## src/design/smoa_pkg.sv

```systemverilog
// Shared constants, the sequencer state type and the histogram control bundle
// for the sliding median outlier alert block. Depends on nothing.
package smoa_pkg;

  // Default sizes handed to the top-level parameters.
  localparam int unsigned WINDOW_DEPTH_DEF = 1024;
  localparam int unsigned VALUE_LEVELS_DEF = 256;

  // Fixed field widths of the request and result channels.
  localparam int unsigned SAMPLE_W = 8;
  localparam int unsigned DBL_W    = 9;
  localparam int unsigned TOTAL_W  = 32;

  // Configuration port geometry.
  localparam int unsigned CFG_W  = 11;
  localparam int unsigned APB_DW = 32;
  localparam int unsigned APB_AW = 3;

  // Register index of window_size (the index bit of paddr).
  localparam logic REG_WINDOW_SIZE = 1'b0;

  // Sequencer states.
  typedef enum logic [3:0] {
    S_IDLE,
    S_FILL_WR,
    S_SCAN_INIT,
    S_SCAN_DBL,
    S_LEAVE_RD,
    S_LEAVE_WR,
    S_ENTER_WR,
    S_CHECK,
    S_SCAN_UP,
    S_SCAN_DN,
    S_DONE
  } state_t;

  // Control strobes from the sequencer to the histogram memory.
  typedef struct packed {
    logic clear;
    logic wr_en;
    logic rd_en;
  } hist_ctl_t;

endpackage

```

## src/design/smoa_hist.sv

```systemverilog
// Histogram count memory: one synchronous RAM with a registered read port,
// per-bin valid bits that clear all bins together, and same-cycle write forwarding.
// Depends on smoa_pkg.
module smoa_hist #(
  parameter int unsigned LEVELS = smoa_pkg::VALUE_LEVELS_DEF,
  parameter int unsigned CNT_W  = 11,
  localparam int unsigned AW    = $clog2(LEVELS)
) (
  input  logic                clk,
  input  logic                rst,
  input  smoa_pkg::hist_ctl_t ctl,
  input  logic [AW-1:0]       rd_addr,
  input  logic [AW-1:0]       wr_addr,
  input  logic [CNT_W-1:0]    wr_data,
  output logic [CNT_W-1:0]    rd_data
);

  logic [CNT_W-1:0] mem [LEVELS];
  logic [LEVELS-1:0] valid;
  logic [CNT_W-1:0] q;
  logic [CNT_W-1:0] fwd_data;
  logic             q_valid;
  logic             fwd_hit;

  // Array write port.
  always_ff @(posedge clk) begin
    if (ctl.wr_en) begin
      mem[wr_addr] <= wr_data;
    end
  end

  // Registered read port; a write to the same bin in the same cycle is
  // captured so that the read returns the new count.
  always_ff @(posedge clk) begin
    if (ctl.rd_en) begin
      q        <= mem[rd_addr];
      fwd_data <= wr_data;
    end
  end

  // Valid bits: a bin never written since the last clear reads as zero.
  always_ff @(posedge clk) begin
    if (rst) begin
      valid   <= '0;
      q_valid <= 1'b0;
      fwd_hit <= 1'b0;
    end else begin
      if (ctl.clear) begin
        valid <= '0;
      end else if (ctl.wr_en) begin
        valid[wr_addr] <= 1'b1;
      end
      if (ctl.rd_en) begin
        q_valid <= valid[rd_addr];
        fwd_hit <= ctl.wr_en && (wr_addr == rd_addr);
      end
    end
  end

  assign rd_data = fwd_hit ? fwd_data : (q_valid ? q : '0);

endmodule

```

## config.mk

```make
export PLATFORM = sky130hd
export DESIGN_NAME = smoa_hist
export DESIGN_NICKNAME = d
export VERILOG_FILES = /design/src/design/smoa_pkg.sv /design/src/design/smoa_hist.sv
export SDC_FILE = /design/constraint.sdc
export NUM_CORES = 2
export LEC_CHECK = 0
export BUFFER_PORTS_ARGS = -buffer_cell sky130_fd_sc_hd__buf_4
export CORE_ASPECT_RATIO = 0.75
export CORE_MARGIN = 2
export CORE_UTILIZATION = 52
export CTS_CLUSTER_SIZE = 40
export DETAILED_ROUTE_END_ITERATION = 8
export PLACE_DENSITY = 0.67
export REMOVE_ABC_BUFFERS = 1
export SLEW_MARGIN = 15
export SYNTH_ARGS = -nofsm -noshare
export SYNTH_HDL_FRONTEND = slang
export SYNTH_SLANG_ARGS = --single-unit
export TNS_END_PERCENT = 5
```

## constraint.sdc

```tcl
create_clock -name clk -period 3.6 [get_ports clk]
set_clock_uncertainty 0.05 [all_clocks]
set_input_delay 0.72 -clock clk [delete_from_list [all_inputs] [get_ports clk]]
set_output_delay 0.72 -clock clk [all_outputs]
set_load 0.05 [all_outputs]
```

==> summary.txt <==
Synthesis
  • Syn Std Cell Area: 0.1175 mm2
  • Synth top area cells: edfxtp_1, mux4_2, dfxtp_1
  • Cells after Synth: 5,771
  • Synth cell types: 48
  • Post-synthesis cell type with the largest combined area: edfxtp_1
  • Post-synthesis register bit count: 3,096
  • Syn_area_per_cell: 20.37 um2
  • Ys Warns: 0
  • Synth top area share: 0.7251
  • Sequential cell area fraction in the yosys report: 0.7690

STA
  • Unrepaired setup endpoints after global routing: false
  • Achievable frequency: 292.7 MHz
  • Fin crit share: 0.9491
  • Crit path time final: 3417 ps
  • Worst slew margin: 0.1927
  • Final Hold Viols: 0
  • Max-slew violations: 0
  • Final setup violation count: 0
  • Worst-Margin Slew: 1211 ps

Detailed routing
  • Post-route ant nets: 0
  • Final WL: 312.8 mm
  • Via count: 62,900
  • Vias per inst: 6.445
  • Post-DR wirelength/cell: 32.05 um
  • Post-route DRC: 0
  • Drt pass-1 iters: 6
  • Initial drt markers: 10,830

Power and ir drop
  • Overall Power: 0.07361 W
  • Clock power frac: 0.412
  • Peak supply drop: 0.4370 mV
  • Leak: 43.77 nW
  • Switching power: 0.01553 W
  • P_int: 0.05808 W
  • Comb pwr share: 0.054
  • PwrDens: 538.4 mW/mm2
  • Flop pwr share: 0.534
  • Net Sw Frac: 0.2110

Global routing
  • Largest net degree at the start of global routing: 132
  • Number of global-route vias before repair: 60,830
  • Total GRT Usage: 0.2720
  • Antenna violations before repair: 16
  • Total gr overflow: 0
  • Wire length of the first global-routing pass: 447.5 mm

Critical path
  • Worst path arrival time: 3980 ps
  • Reg-to-reg critical path startpoint: mem[235][7]
  • Worst setup EP type: register
  • R2R setup slack: 380 ps
  • Worst r2r dst: q[7]
  • Crit path from: rd_addr[0]
  • Crit-path max FO: 20
  • Critical path class: in -> reg
  • Worst Reg-to-Reg Cells: 7
  • Req. time, crit path: 4160 ps
  • Startpoint Class: primary input

Layout
  • Layout Cells excl Fill: 9,759
  • Area occupied by multi-input gates: 0.02547 mm2
  • Fillers: 15,740
  • Share of layout cells above drive strength 1: 0.3035
  • Area Growth Syn to Fin: 16.33%
  • Fin area: 0.1367 mm2
  • Final #Nets: 6,572
  • Sequential Area: 0.09039 mm2

Clock tree
  • Clock slew at reported path FFs: 60 ps
  • CTS Buffer Depth: 4
  • Clk Latency, worst-skew pair: 860 ps
  • # clock sinks: 3,096
  • CTS buffer count: 291
  • CTS tree: done
  • Clk root buf: clkbuf_16
  • Postcts setup bufs: 0
  • H-tree depth: 5

Min path
  • Hold Path Class: in -> reg
  • Hold path depth: 2
  • Hold endpoint: fwd_hit
  • Hold path startpoint: rst

Place
  • Dpl cells: 9,230
  • Placer Congestion: 0.8957
  • Placement-stage cell area: 0.1274 mm2
  • Post-DP HPWL: 199.8 mm
  • Number of buffers added on ports: 42

Floorplan
  • Initial Util: 0.5219
  • Die area: 0.2299 mm2
  • Chip Height: 415.7 um
  • Core area: 0.2252 mm2
  • I/O pins: 43
  • Rows: 151
  • Die width: 553.0 um

Status
  • Status: finished, final reports clean

Job
  • MaxCap Viol Count: 0
[area by class of cell]
type                    instances  area share
flip-flops and latches       3096      0.6611
clock inverters               130    0.008904
repair buffers                835     0.05709
clock buffers                 393     0.05906
multi-input cells            2311      0.1863
diodes                          6   0.0001098
well taps                    2983     0.02730
inverters                       5   0.0001373
[layout by cell type (no fill, tap or decap), drive strengths merged, types with 5 or more instances in the layout]
cell,netlist,routed
o221ai,6,6
dfxtp,258,258
nand2b,6,6
mux4,760,760
nor4,46,46
a22oi,362,362
bufinv,0,20
nand3,27,27
edfxtp,2838,2838
clkinv,0,95
nand4,10,10
a21oi,183,183
o21ai,5,5
o21ba,29,29
xnor2,5,5
diode,0,6
o22ai,25,25
buf,147,835
nor3,6,6
nand2,35,35
clkinvlp,0,5
a22o,12,12
inv,5,15
clkbuf,212,393
mux2i,20,20
or2,15,15
nor2b,13,13
nor2,719,719
[metrics by stage]
stage	utilization	setup WS, ps	hold slack [ps]	setup TNS (ps)
3_5_place_dp	0.5657	-727.9	403.1	-5682
2_1_floorplan	-	-4595	384.6	-52730
4_1_cts	0.6070	107.8	65.07	0
3_3_place_gp	0.5657	-835.9	393.0	-6052
6_report	0.6071	183.2	114.9	0
5_1_grt	0.6070	195.2	86.45	0
[logic make-up (layout without fill, tap and decap cells)]
family / count (synthesis) / count (layout) / share of synthesized area
XOR/XNOR: 8 / 8 / 0.0005962
other: 0 / 6 / 0
AO/OA/AOI/OAI: 639 / 639 / 0.03760
flip-flops: 3096 / 3096 / 0.7690
buffers and inverters: 364 / 1363 / 0.01461
AND/OR/NAND/NOR: 881 / 881 / 0.03053
multiplexers: 783 / 783 / 0.1476
[state kept, by name (all words and copies together) (netlist names)]
signal / cells
valid: 256
mem: 2816
q_valid: 1
fwd_data: 11
fwd_hit: 1
q: 11
[power groups by stage]
stage	sequential [W]	combinational [W]	clock, W
after floorplan	0.0401	0.00141	0
after global placement	0.0401	0.00389	0
after detailed placement	0.0401	0.00394	0
after CTS	0.0393	0.00395	0.0307
after global routing	0.0393	0.00414	0.0320
final	0.0393	0.00397	0.0303
[worst max-delay path, cell delays in order]
cell,delay (ps)
buf_16,220
buf_12,250
buf_12,140
mux4_2,500
a22oi_2,390
a21oi_1,120
nor4_1,740
buf_4,250
o22ai_1,230
or2_1,320
[timing repair]
action	in CTS	in global routing
hold buffers	0	0
endpoints found under the setup margin	0	1
resized for setup	0	1
[synth_stat cells (all sizes together)]
master and number:
a22oi 362, nor4b 1, mux2i 20, edfxtp 2838, o2bb2ai 1, o221ai 6, nand3 27, mux4 760
and2 2, nand4 10, nor2b 13, a22o 12, a21oi 183, a21o 1, inv 5, o22ai 25
nor3 6, a221o 1, nand2 35, nand4b 1, o31ai 1, or2 15, a211oi 3, o21ba 29
a31oi 2, o311ai 1, clkbuf 212, buf 147, xor2 3, a311o 1, nor2 719, o21a 1
o21ai 5, xnor2 5, mux2 3, nor4 46, dfxtp 258, o211ai 2, a221oi 1, a311oi 2
nand2b 6
[layer usage]
layer / up-vias / GRT usage / routed length, um
li1: 25300 / - / -
met5: - / 0 / 86
met1: 33190 / 0.4271 / 127400
met3: 425 / 0.06569 / 40280
met2: 3976 / 0.3868 / 137200
met4: 14 / 0.06418 / 7809
[how the worst max path moves through the flow]
stage	end	slack (ps)	depth (start not counted)
after floorplan	q_valid	-4590	6
after global placement	q[1]	-840	10
after detailed placement	q[1]	-730	10
after CTS	q[1]	110	10
after global routing	q[0]	200	10
final	q[7]	180	10
Power figures use the tool's default switching activity.
